==> src/rtl/core/swpd_pkg.sv <==
`timescale 1ns / 1ps
// ---------------------------------------------------------------------------
// swpd_pkg
// Shared types and constants of the sync word packet deframer.
// ---------------------------------------------------------------------------
`default_nettype none

package swpd_pkg;

  localparam int unsigned SYNC_BYTES_DEF   = 8;
  localparam int unsigned HEADER_BYTES_DEF = 16;

  localparam logic [63:0] SYNC_WORD_RESET = 64'h2211_9988_7766_5544;
  localparam int unsigned LEN_LO_POS      = 8;
  localparam int unsigned LEN_HI_POS      = 9;
  localparam int unsigned MASKED_BYTES    = 6;
  localparam logic [7:0]  FILL_BYTE       = 8'hFF;
  localparam logic [15:0] LOST_MAX        = 16'hFFFF;

  typedef enum logic [1:0] {
    PH_HUNT    = 2'd0,
    PH_HEADER  = 2'd1,
    PH_PAYLOAD = 2'd2
  } phase_t;

  typedef struct packed {
    logic [7:0] rx_byte;
    logic       block_end;
  } rx_item_t;

  typedef struct packed {
    logic [7:0]  out_byte;
    logic        packet_end;
    logic [15:0] lost_blocks;
  } res_item_t;

endpackage

`default_nettype wire

==> src/rtl/core/swpd_in_stage.sv <==
`timescale 1ns / 1ps
// ---------------------------------------------------------------------------
// swpd_in_stage
// Input register: holds one received item until the core takes it.
// ---------------------------------------------------------------------------
`default_nettype none

module swpd_in_stage
  import swpd_pkg::*;
(
  input  wire logic     clk,
  input  wire logic     rst_n,
  input  wire logic     in_valid,
  output logic          in_ready,
  input  wire rx_item_t in_item,
  input  wire logic     take,
  output logic          hold_valid,
  output rx_item_t      hold_item
);

  logic     valid_r, valid_nxt;
  rx_item_t item_r;

  assign in_ready   = !valid_r || take;
  assign hold_valid = valid_r;
  assign hold_item  = item_r;

  always_comb begin
    valid_nxt = valid_r;
    if (in_valid && in_ready) begin
      valid_nxt = 1'b1;
    end else if (take) begin
      valid_nxt = 1'b0;
    end
  end

  always_ff @(posedge clk) begin
    if (!rst_n) begin
      valid_r <= 1'b0;
    end else begin
      valid_r <= valid_nxt;
    end
  end

  always_ff @(posedge clk) begin
    if (in_valid && in_ready) begin
      item_r <= in_item;
    end
  end

endmodule

`default_nettype wire

==> src/rtl/core/swpd_core.sv <==
`timescale 1ns / 1ps
// ---------------------------------------------------------------------------
// swpd_core
// Deframer state: sync hunt window, header parse, payload count, lost count.
// ---------------------------------------------------------------------------
`default_nettype none

module swpd_core
  import swpd_pkg::*;
#(
  parameter int unsigned SYNC_BYTES   = SYNC_BYTES_DEF,
  parameter int unsigned HEADER_BYTES = HEADER_BYTES_DEF
) (
  input  wire logic        clk,
  input  wire logic        rst_n,
  input  wire logic        cfg_we,
  input  wire logic [63:0] cfg_sync_word,
  input  wire logic        fire,
  input  wire rx_item_t    item,
  output logic             emits,
  output res_item_t        res
);

  localparam int unsigned WIN_W  = 8 * SYNC_BYTES;
  localparam int unsigned FILL_W = $clog2(SYNC_BYTES + 1);
  localparam int unsigned HPOS_W = $clog2(HEADER_BYTES);

  logic [63:0]       sync_word_r;
  phase_t            phase_r, phase_nxt;
  logic [WIN_W-1:0]  win_r, win_nxt, win_shift;
  logic [FILL_W-1:0] fill_r, fill_nxt, fill_inc;
  logic [HPOS_W-1:0] hpos_r, hpos_nxt;
  logic [15:0]       len_r, len_nxt, len_upd;
  logic [15:0]       cnt_r, cnt_nxt;
  logic [15:0]       lost_r, lost_nxt;
  logic              match, hdr_last, pay_last;

  assign win_shift = {item.rx_byte, win_r[WIN_W-1:8]};
  assign fill_inc  = (fill_r < FILL_W'(SYNC_BYTES)) ? fill_r + 1'b1 : fill_r;
  assign match     = (fill_inc == FILL_W'(SYNC_BYTES)) && (win_shift == sync_word_r[WIN_W-1:0]);
  assign hdr_last  = (hpos_r >= HPOS_W'(HEADER_BYTES - 1));
  assign pay_last  = ({1'b0, cnt_r} + 17'd1) >= {1'b0, len_r};

  always_comb begin
    len_upd = len_r;
    if (hpos_r == HPOS_W'(LEN_LO_POS)) begin
      len_upd = {len_r[15:8], item.rx_byte};
    end else if (hpos_r == HPOS_W'(LEN_HI_POS)) begin
      len_upd = {item.rx_byte, len_r[7:0]};
    end
  end

  always_comb begin
    phase_nxt = phase_r;
    if (fire) begin
      unique case (phase_r)
        PH_HEADER: begin
          if (hdr_last) begin
            phase_nxt = (len_upd == 16'd0) ? PH_HUNT : PH_PAYLOAD;
          end
        end
        PH_PAYLOAD: begin
          if (pay_last) begin
            phase_nxt = PH_HUNT;
          end
        end
        default: begin
          phase_nxt = match ? PH_HEADER : PH_HUNT;
        end
      endcase
    end
  end

  always_comb begin
    win_nxt  = win_r;
    fill_nxt = fill_r;
    hpos_nxt = hpos_r;
    len_nxt  = len_r;
    cnt_nxt  = cnt_r;
    lost_nxt = lost_r;
    if (fire) begin
      unique case (phase_r)
        PH_HEADER: begin
          len_nxt = len_upd;
          if (hdr_last) begin
            cnt_nxt = '0;
            if (len_upd == 16'd0) begin
              win_nxt  = '0;
              fill_nxt = '0;
              hpos_nxt = '0;
            end
          end else begin
            hpos_nxt = hpos_r + 1'b1;
          end
        end
        PH_PAYLOAD: begin
          if (pay_last) begin
            win_nxt  = '0;
            fill_nxt = '0;
            hpos_nxt = '0;
            len_nxt  = '0;
            cnt_nxt  = '0;
          end else begin
            cnt_nxt = cnt_r + 16'd1;
          end
        end
        default: begin
          win_nxt  = win_shift;
          fill_nxt = fill_inc;
          if (match) begin
            hpos_nxt = HPOS_W'(SYNC_BYTES);
            len_nxt  = '0;
            win_nxt  = '0;
            fill_nxt = '0;
          end else if (item.block_end && (lost_r != LOST_MAX)) begin
            lost_nxt = lost_r + 16'd1;
          end
        end
      endcase
    end
  end

  assign emits           = (phase_r == PH_PAYLOAD);
  assign res.out_byte    = (cnt_r < 16'(MASKED_BYTES)) ? FILL_BYTE : item.rx_byte;
  assign res.packet_end  = pay_last;
  assign res.lost_blocks = lost_r;

  always_ff @(posedge clk) begin
    if (!rst_n) begin
      sync_word_r <= SYNC_WORD_RESET;
      phase_r     <= PH_HUNT;
      win_r       <= '0;
      fill_r      <= '0;
      hpos_r      <= '0;
      len_r       <= '0;
      cnt_r       <= '0;
      lost_r      <= '0;
    end else begin
      if (cfg_we) begin
        sync_word_r <= cfg_sync_word;
      end
      phase_r <= phase_nxt;
      win_r   <= win_nxt;
      fill_r  <= fill_nxt;
      hpos_r  <= hpos_nxt;
      len_r   <= len_nxt;
      cnt_r   <= cnt_nxt;
      lost_r  <= lost_nxt;
    end
  end

`ifndef SYNTHESIS
  a_fill_bound: assert property (@(posedge clk) disable iff (!rst_n)
    fill_r <= FILL_W'(SYNC_BYTES))
    else $error("hunt window fill beyond sync length");

  a_payload_len: assert property (@(posedge clk) disable iff (!rst_n)
    (phase_r == PH_PAYLOAD) |-> ((len_r != 16'd0) && (cnt_r < len_r)))
    else $error("payload phase with count outside packet length");

  a_header_pos: assert property (@(posedge clk) disable iff (!rst_n)
    (phase_r == PH_HEADER) |-> (hpos_r >= HPOS_W'(SYNC_BYTES)))
    else $error("header position before end of sync word");

  a_lost_mono: assert property (@(posedge clk) disable iff (!rst_n)
    $past(rst_n) |-> (lost_r >= $past(lost_r)))
    else $error("lost block count went down");

  a_lost_step: assert property (@(posedge clk) disable iff (!rst_n)
    (!fire || (phase_r != PH_HUNT)) |=> $stable(lost_r))
    else $error("lost block count moved outside hunt");
`endif

endmodule

`default_nettype wire

==> src/rtl/core/swpd_out_stage.sv <==
`timescale 1ns / 1ps
// ---------------------------------------------------------------------------
// swpd_out_stage
// Result register: holds one payload item until the sink takes it.
// ---------------------------------------------------------------------------
`default_nettype none

module swpd_out_stage
  import swpd_pkg::*;
(
  input  wire logic      clk,
  input  wire logic      rst_n,
  input  wire logic      push,
  input  wire res_item_t res,
  output logic           free,
  output logic           out_valid,
  input  wire logic      out_ready,
  output res_item_t      out_item
);

  logic      valid_r, valid_nxt;
  res_item_t item_r;

  assign free      = !valid_r || out_ready;
  assign out_valid = valid_r;
  assign out_item  = item_r;

  always_comb begin
    valid_nxt = valid_r;
    if (push) begin
      valid_nxt = 1'b1;
    end else if (out_ready) begin
      valid_nxt = 1'b0;
    end
  end

  always_ff @(posedge clk) begin
    if (!rst_n) begin
      valid_r <= 1'b0;
    end else begin
      valid_r <= valid_nxt;
    end
  end

  always_ff @(posedge clk) begin
    if (push) begin
      item_r <= res;
    end
  end

endmodule

`default_nettype wire

==> src/rtl/core/sync_word_packet_deframer.sv <==
`timescale 1ns / 1ps
// A payload item accepted on the in_ channel passes the input register, then the result
//   register, before it is on the out_ channel.
// Throughput: one item per cycle; only a stalled result register slows the input.
// Reset (rst_n low at a clock edge): hunt restarts with an empty window, the lost
//   block count clears and the sync word returns to its default value.
// ---------------------------------------------------------------------------
// sync_word_packet_deframer
// Hunts for a sync word, reads the header length and emits the payload bytes.
// ---------------------------------------------------------------------------
`default_nettype none

module sync_word_packet_deframer
  import swpd_pkg::*;
#(
  parameter int unsigned SYNC_BYTES   = SYNC_BYTES_DEF,
  parameter int unsigned HEADER_BYTES = HEADER_BYTES_DEF
) (
  input  wire logic        clk,
  input  wire logic        rst_n,
  input  wire logic        cfg_we,
  input  wire logic [63:0] cfg_sync_word,
  input  wire logic        in_valid,
  output logic             in_ready,
  input  wire logic [7:0]  in_rx_byte,
  input  wire logic        in_block_end,
  output logic             out_valid,
  input  wire logic        out_ready,
  output logic [7:0]       out_byte,
  output logic             out_packet_end,
  output logic [15:0]      out_lost_blocks
);

  rx_item_t  in_item, hold_item;
  res_item_t res, out_item;
  logic      hold_valid, fire, emits, free;

  assign in_item.rx_byte   = in_rx_byte;
  assign in_item.block_end = in_block_end;

  // advance when the result slot can take the item, or the item makes none
  assign fire = hold_valid && (!emits || free);

  swpd_in_stage u_in (
    .clk        (clk),
    .rst_n      (rst_n),
    .in_valid   (in_valid),
    .in_ready   (in_ready),
    .in_item    (in_item),
    .take       (fire),
    .hold_valid (hold_valid),
    .hold_item  (hold_item)
  );

  swpd_core #(
    .SYNC_BYTES   (SYNC_BYTES),
    .HEADER_BYTES (HEADER_BYTES)
  ) u_core (
    .clk           (clk),
    .rst_n         (rst_n),
    .cfg_we        (cfg_we),
    .cfg_sync_word (cfg_sync_word),
    .fire          (fire),
    .item          (hold_item),
    .emits         (emits),
    .res           (res)
  );

  swpd_out_stage u_out (
    .clk       (clk),
    .rst_n     (rst_n),
    .push      (fire && emits),
    .res       (res),
    .free      (free),
    .out_valid (out_valid),
    .out_ready (out_ready),
    .out_item  (out_item)
  );

  assign out_byte        = out_item.out_byte;
  assign out_packet_end  = out_item.packet_end;
  assign out_lost_blocks = out_item.lost_blocks;

endmodule

`default_nettype wire
==> config.mk <==
export PLATFORM = sky130hd
export DESIGN_NAME = sync_word_packet_deframer
export DESIGN_NICKNAME = d
export VERILOG_FILES = /design/src/rtl/core/swpd_pkg.sv /design/src/rtl/core/swpd_in_stage.sv /design/src/rtl/core/swpd_core.sv /design/src/rtl/core/swpd_out_stage.sv /design/src/rtl/core/sync_word_packet_deframer.sv
export SDC_FILE = /design/constraint.sdc
export NUM_CORES = 1
export LEC_CHECK = 0
export BUFFER_PORTS_ARGS = -buffer_cell sky130_fd_sc_hd__buf_2
export CORE_AREA = 4 4 143 145
export CTS_BUF_LIST = sky130_fd_sc_hd__clkbuf_8
export CTS_CLUSTER_DIAMETER = 150
export DETAILED_ROUTE_END_ITERATION = 8
export DIE_AREA = 0 0 147 149
export HOLD_SLACK_MARGIN = 0.05
export PLACE_DENSITY = 0.69
export RECOVER_POWER = 100
export SLEW_MARGIN = 15
export SYNTH_ARGS = -nofsm -noshare
export SYNTH_HDL_FRONTEND = slang
export SYNTH_HIERARCHICAL = 1
export SYNTH_SLANG_ARGS = --single-unit
==> constraint.sdc <==
create_clock -name clk -period 4 [get_ports clk]
set_input_delay 1 -clock clk [delete_from_list [all_inputs] [get_ports clk]]
set_output_delay 1 -clock clk [all_outputs]
set_load 0.005 [all_outputs]
## Word-level counts from Yosys, hierarchy flattened

Index checks and enable logic that the tools add are counted.

| cells by class | value |
|---|---|
| equal/unequal tests | 11 |
| add/sub/neg operators | 5 |
| reduce and logical (&&, ||, !) cells | 23 |
| bitwise gates (word level) | 2 |
| order comparisons | 4 |
| mux-type cells | 31 |

Operators with widths:

| cell | number |
|---|---|
| two-way mux 64 bit | 4 |
| one-hot mux 64 bit (2 select lines) | 1 |
| two-way mux 16 bit | 6 |
| == test 64 bit | 1 |
| one-hot mux 16 bit (2 select lines) | 2 |
| adder 16 x 1 -> 16 bit (second input constant) | 2 |
| two-way mux 4 bit | 7 |
| adder 16 x 1 -> 17 bit (second input constant) | 1 |
| greater-or-equal comparator 17 x 16 -> 1 bit | 1 |
| zero test 16 bit | 1 |
| < comparator 16 x 3 -> 1 bit (second input constant) | 1 |
| inequality test 16 bit (second input constant) | 1 |
| one-hot mux 4 bit (2 select lines) | 2 |
| == test 4 bit (second input constant) | 3 |
| AND reduction 4 bit | 3 |
| AND reduction 3 bit | 3 |
| adder 4 x 1 -> 4 bit (second input constant) | 2 |
| two-way mux 2 bit | 3 |
| inequality test 2 x 1 -> 1 bit (second input constant) | 3 |
| nonzero test 2 bit | 3 |
| logical AND 1 bit | 5 |
| two-way mux 1 bit | 5 |
| greater-or-equal comparator 4 bit (second input constant) | 1 |
| < comparator 4 bit (second input constant) | 1 |
| other kinds (9) | 14 |

| word-level totals | value |
|---|---|
| logic and storage cells | 91 |
| bits in registers | 222 |
| bits of input ports | 78 |
| output and inout bits | 27 |

## Longest topological paths before layout

| logic depth | value |
|---|---|
| depth in word-level cells | 7 |
| mapped depth | 17 |
| mapped depth without buffers | 15 |

## Cells and area by module

The synthesis kept the hierarchy.

Modules (own cells, without submodules):

| module | instances | area each (um2) | cells an instance |
|---|---|---|---|
| swpd_core | 1 | 8,364.3 | 876 |
| swpd_out_stage | 1 | 799.5 | 29 |
| swpd_in_stage | 1 | 327.8 | 14 |
| sync_word_packet_deframer | 1 | 18.8 | 3 |

## Worst setup path after synthesis

OpenSTA, ideal clock, no wires.

| timing | value |
|---|---|
| path kind | reg-to-reg |
| start point | register u_core.cnt_r[0] |
| end point | register u_core.hpos_r[3] |
| path slack | 511 ps |
| clock period less this slack | 3,489 ps |
| buffers on the path | 0 |
| arrival | 3,373 ps |
| stages on the path, launching flop included | 16 |
| cells stage by stage | dfxtp_1 ha_1 and3_1 nand4_1 nor2_1 nand3_1 and2_1 or2_2 ha_1 nand2_1 nor3_1 o311ai_1 nand4_2 nand2_2 or4_1 o211a_1 |

| between the ends | value |
|---|---|
| word-level cells in the longest chain between the ends | 4 |

Ends and longest elaborated chain:

| what | line | source |
|---|---|---|
| start: declaration | swpd_core.sv:34 | `logic [15:0] cnt_r, cnt_nxt;` |
| start signal: assignment | swpd_core.sv:147 | `cnt_r <= cnt_nxt;` |
| adder 16 x 1 -> 17 bit | swpd_core.sv:42 | `assign pay_last = ({1'b0, cnt_r} + 17'd1) >= {1'b0, len_r};` |
| greater-or-equal comparator 17 x 16 -> 1 bit | swpd_core.sv:42 |  |
| inequality test 2 x 1 -> 1 bit (no line) | -- |  |
| AND reduction 4 bit (no line) | -- |  |
| end signal: assignment | swpd_core.sv:145 | `hpos_r <= hpos_nxt;` |
| end: declaration | swpd_core.sv:32 | `logic [HPOS_W-1:0] hpos_r, hpos_nxt;` |

No other way between the ends.
A chain may end at the register's enable or synchronous reset.

## Worst setup path after layout

| timing | value |
|---|---|
| start point | register u_core.cnt_r[1] |
| end point | register u_core.hpos_r[3] |

The elaborated chain is that of the path after synthesis.

==> out/metrics.cfg <==
[status]
run_status = complete, but fails checks
failed_checks = capacitance limit, slew limit

[clock_tree]
ctsHoldBuffers = 0
clk_pin_slew_ps = 60
clock_latency_ps = 520
cts_max_level = 2
clock_sinks = 214
root_buffer = clkbuf_8
cts_tree = built
cts_buffer_depth = 3
cts_made_buffers = 37

[power_and_ir_drop]
p_per_area_nw_per_um2 = 422.4
vdd_ir_drop_max_mv = 0.2564
power.switching_w = 0.001091
switching_share_pct = 23.39
power.internal_w = 0.003572
comb_power_share_pct = 6.1
p_leak_nw = 4.583
clock_power_share_pct = 44.7
power_frac_seq_pct = 49.2

[synth]
synth_edf_count = 34
synth_seq_cells = 214
ys_seq_area_share_pct = 48.63
synth_area_um2 = 9510
yosysWarnings = 6
synth_top_area_share_pct = 37.89
synthFlopType = dfxtp_1
synth_common_cells = dfxtp_1 (180), mux2i_1 (77), nand2_1 (72), nor2_1 (62), xor2_1 (59)
async_reset_ff_share_pct = 0
syn_nets = 1024
synth_area_per_cell_um2 = 10.31
yosys.area.top_type = dfxtp_1
yosysMostFrequentCell = dfxtp_1
ys_types = 70
syn_inst = 922
synthTopCellsByArea = dfxtp_1 (38%), edfxtp_1 (11%), mux2i_1 (8.1%)

[setup_path]
rr_endpoint = u_core/hpos_r[3]$_SDFFE_PN0P_
arrival_ps = 4110
ff2ff_path_depth = 15
crit_fanout = 8
crit_end = u_core/hpos_r[3]$_SDFFE_PN0P_
path_class = reg2reg
end_kind = register
timing.critical_path.from = u_core/cnt_r[1]$_SDFFE_PN0P_
r2r-start = u_core/cnt_r[1]$_SDFFE_PN0P_
critPathLaunchType = register
required_ps = 4400
r2r_slack_ps = 290

[global_route]
grt_usage_pct = 19.96
overflow = 0
antenna_found_initial = 0
grt_first_pass_wirelength_um = 35620
grt_pass1_vias = 6930
grt_max_degree = 65

[floorplan]
die_y_um = 149
core_area_um2 = 19210
pin_count = 105
fp.dieArea_um2 = 21900
row_count = 51
start_util_pct = 49.51
fp.dieW_um = 147

[sta]
slew_headroom_pct = -37.91
slew_violations = 92
finClkSkew_ps = 30.51
fin_tns_setup_ps = 0
finalSetupViolations = 0
rsz0062_at_grt = no
max_freq_ghz = 0.2698
hold_viol_final = 0
worstMarginPinSlew_ps = 2069
fin_crit_sh_pct = 92.65
min_period_ps = 3706
timing.final.ws_setup_ps = 294.1

[detailed_routing]
ant_nets = 0
dr.pass1.iters = 5
dr_total_vias = 7252
drc_errors = 0
finalWirelength_um = 22390
vias_per_cell = 5.498
wl_per_cell_um = 16.97
drt_iter0_drc = 401

[placed_design]
gp_congestion = 0.8430
port_buffers = 104
pre_cts_ws_ps = 13.36
dp_hpwl_um = 15590

[finish]
n_fill_cell = 1708
nNetsFinal = 1130
n_antenna_cell = 0
area_growth_pct = 16.08
drive_gt1_share_pct = 16.79

[min_path]
hold_class = reg2reg

[run]
maxCapViolCount = 2

## registers in the layout (all words and copies together), names as in the netlist, 2 cells and up
name and count:
u_core/hpos_r 4, u_core/sync_word_r 64, u_core/win_r 56, u_in/hold_item 9
u_core/len_r 16, u_core/lost_r 16, u_core/phase_r 2, u_out/out_item 25
u_core/fill_r 4, u_core/cnt_r 16
## power by group through the flow
stage          logic, W  clock network [W]  registers, W
2_1_floorplan  0.000195                  0       0.00232
3_3_place_gp   0.000277                  0       0.00234
3_5_place_dp   0.000280                  0       0.00234
4_1_cts        0.000281            0.00213       0.00230
5_1_grt        0.000314            0.00222       0.00230
6_report       0.000283            0.00208       0.00230
## final cells by class
type	count	area, um2	area share (%)
tap	265	331.6	3.004
clock inverter	20	162.7	1.473
inverter	33	123.9	1.122
multi-input combinational	627	4566	41.36
clock buffer	45	619.3	5.610
sequential	214	4626	41.90
timing repair buffer	115	610.6	5.531
## repair_timing
action | 4_1_cts | 5_1_grt
gates resized for setup | 1 | 9
setup endpoints to repair | 8 | 88
gates cloned | 0 | 0
buffers inserted | 0 | 3
pin swaps | 0 | 3
## worst min-delay path by stage
stage               cells past startpoint  slack, ps                      startpoint                      endpoint
finish                                  0        460   u_core/lost_r[5]$_SDFFE_PN0P_   u_out/out_item[5]$_DFFE_PP_
global route                            0        480   u_core/lost_r[5]$_SDFFE_PN0P_   u_out/out_item[5]$_DFFE_PP_
CTS                                     0        460   u_core/lost_r[5]$_SDFFE_PN0P_   u_out/out_item[5]$_DFFE_PP_
detailed placement                      0        450   u_core/lost_r[5]$_SDFFE_PN0P_   u_out/out_item[5]$_DFFE_PP_
global placement                        0        440   u_core/lost_r[5]$_SDFFE_PN0P_   u_out/out_item[5]$_DFFE_PP_
floorplan                               0        430  u_core/lost_r[10]$_SDFFE_PN0P_  u_out/out_item[10]$_DFFE_PP_
## stage by stage
stage          instances  instance area [um2]  util (%)  power (W)  hold slack [ps]
2_1_floorplan        922                 9510         -   0.002512            430.0
3_3_place_gp        1251                10230     53.25   0.002619            445.0
3_5_place_dp        1251                10230     53.25   0.002623            447.0
4_1_cts             1316                11010     57.33   0.004713            458.3
5_1_grt             1319                11040     57.48   0.004840            481.1
6_report            1319                11040     57.48   0.004663            461.7
## routing by layer
metal,GRT usage (%),up-vias,routed length [um]
li1,-,3582,-
met1,28.29,3420,10740
met2,31.25,211,9932
met3,4.163,39,1315
met4,5.452,0,401
met5,0,-,0
## cell usage in the layout (no fill, tap or decap), types with 6 or more instances in the layout
cell type / n
dfxtp_1: 179
buf_2: 89
mux2i_1: 77
nand2_1: 72
nor2_1: 61
xor2_1: 59
a22o_1: 57
clkbuf_8: 45
inv_1: 43
nor4_1: 39
edfxtp_1: 34
a21oi_1: 26
ha_1: 24
nand3_1: 22
nand4_1: 20
xnor2_1: 19
nand2b_1: 18
a32o_1: 16
clkbuf_1: 14
or4_1: 11
o21ai_0: 10
nor3_1: 9
buf_4: 9
o31ai_1: 7
and2_1: 6
## critical path: stages (launching register included)
cell	delay [ps]
dfxtp_1	390
ha_1	230
and3_1	250
nand4_1	190
nor2_2	200
nand3_1	110
and2_1	180
or2_2	290
ha_1	290
nand2_1	70
nor3_2	180
o311ai_2	190
nand4_4	200
nand2_4	120
or4_1	560
o211a_1	140
## logic make-up (layout without fill, tap and decap cells)
family                     after synthesis  in the layout  share of synthesized area, %
AOI/OAI and AO/OA                      152            152                         12.60
xor gates and xnor gates                78             78                         7.183
adders and majority gates               24             24                         3.158
buffers and inverters                   81            213                         3.828
DFF                                    214            214                         48.63
muxes                                   78             78                         8.223
and+or+nand+nor                        295            295                         16.38
No activity file was read; power rests on OpenSTA's default activity.
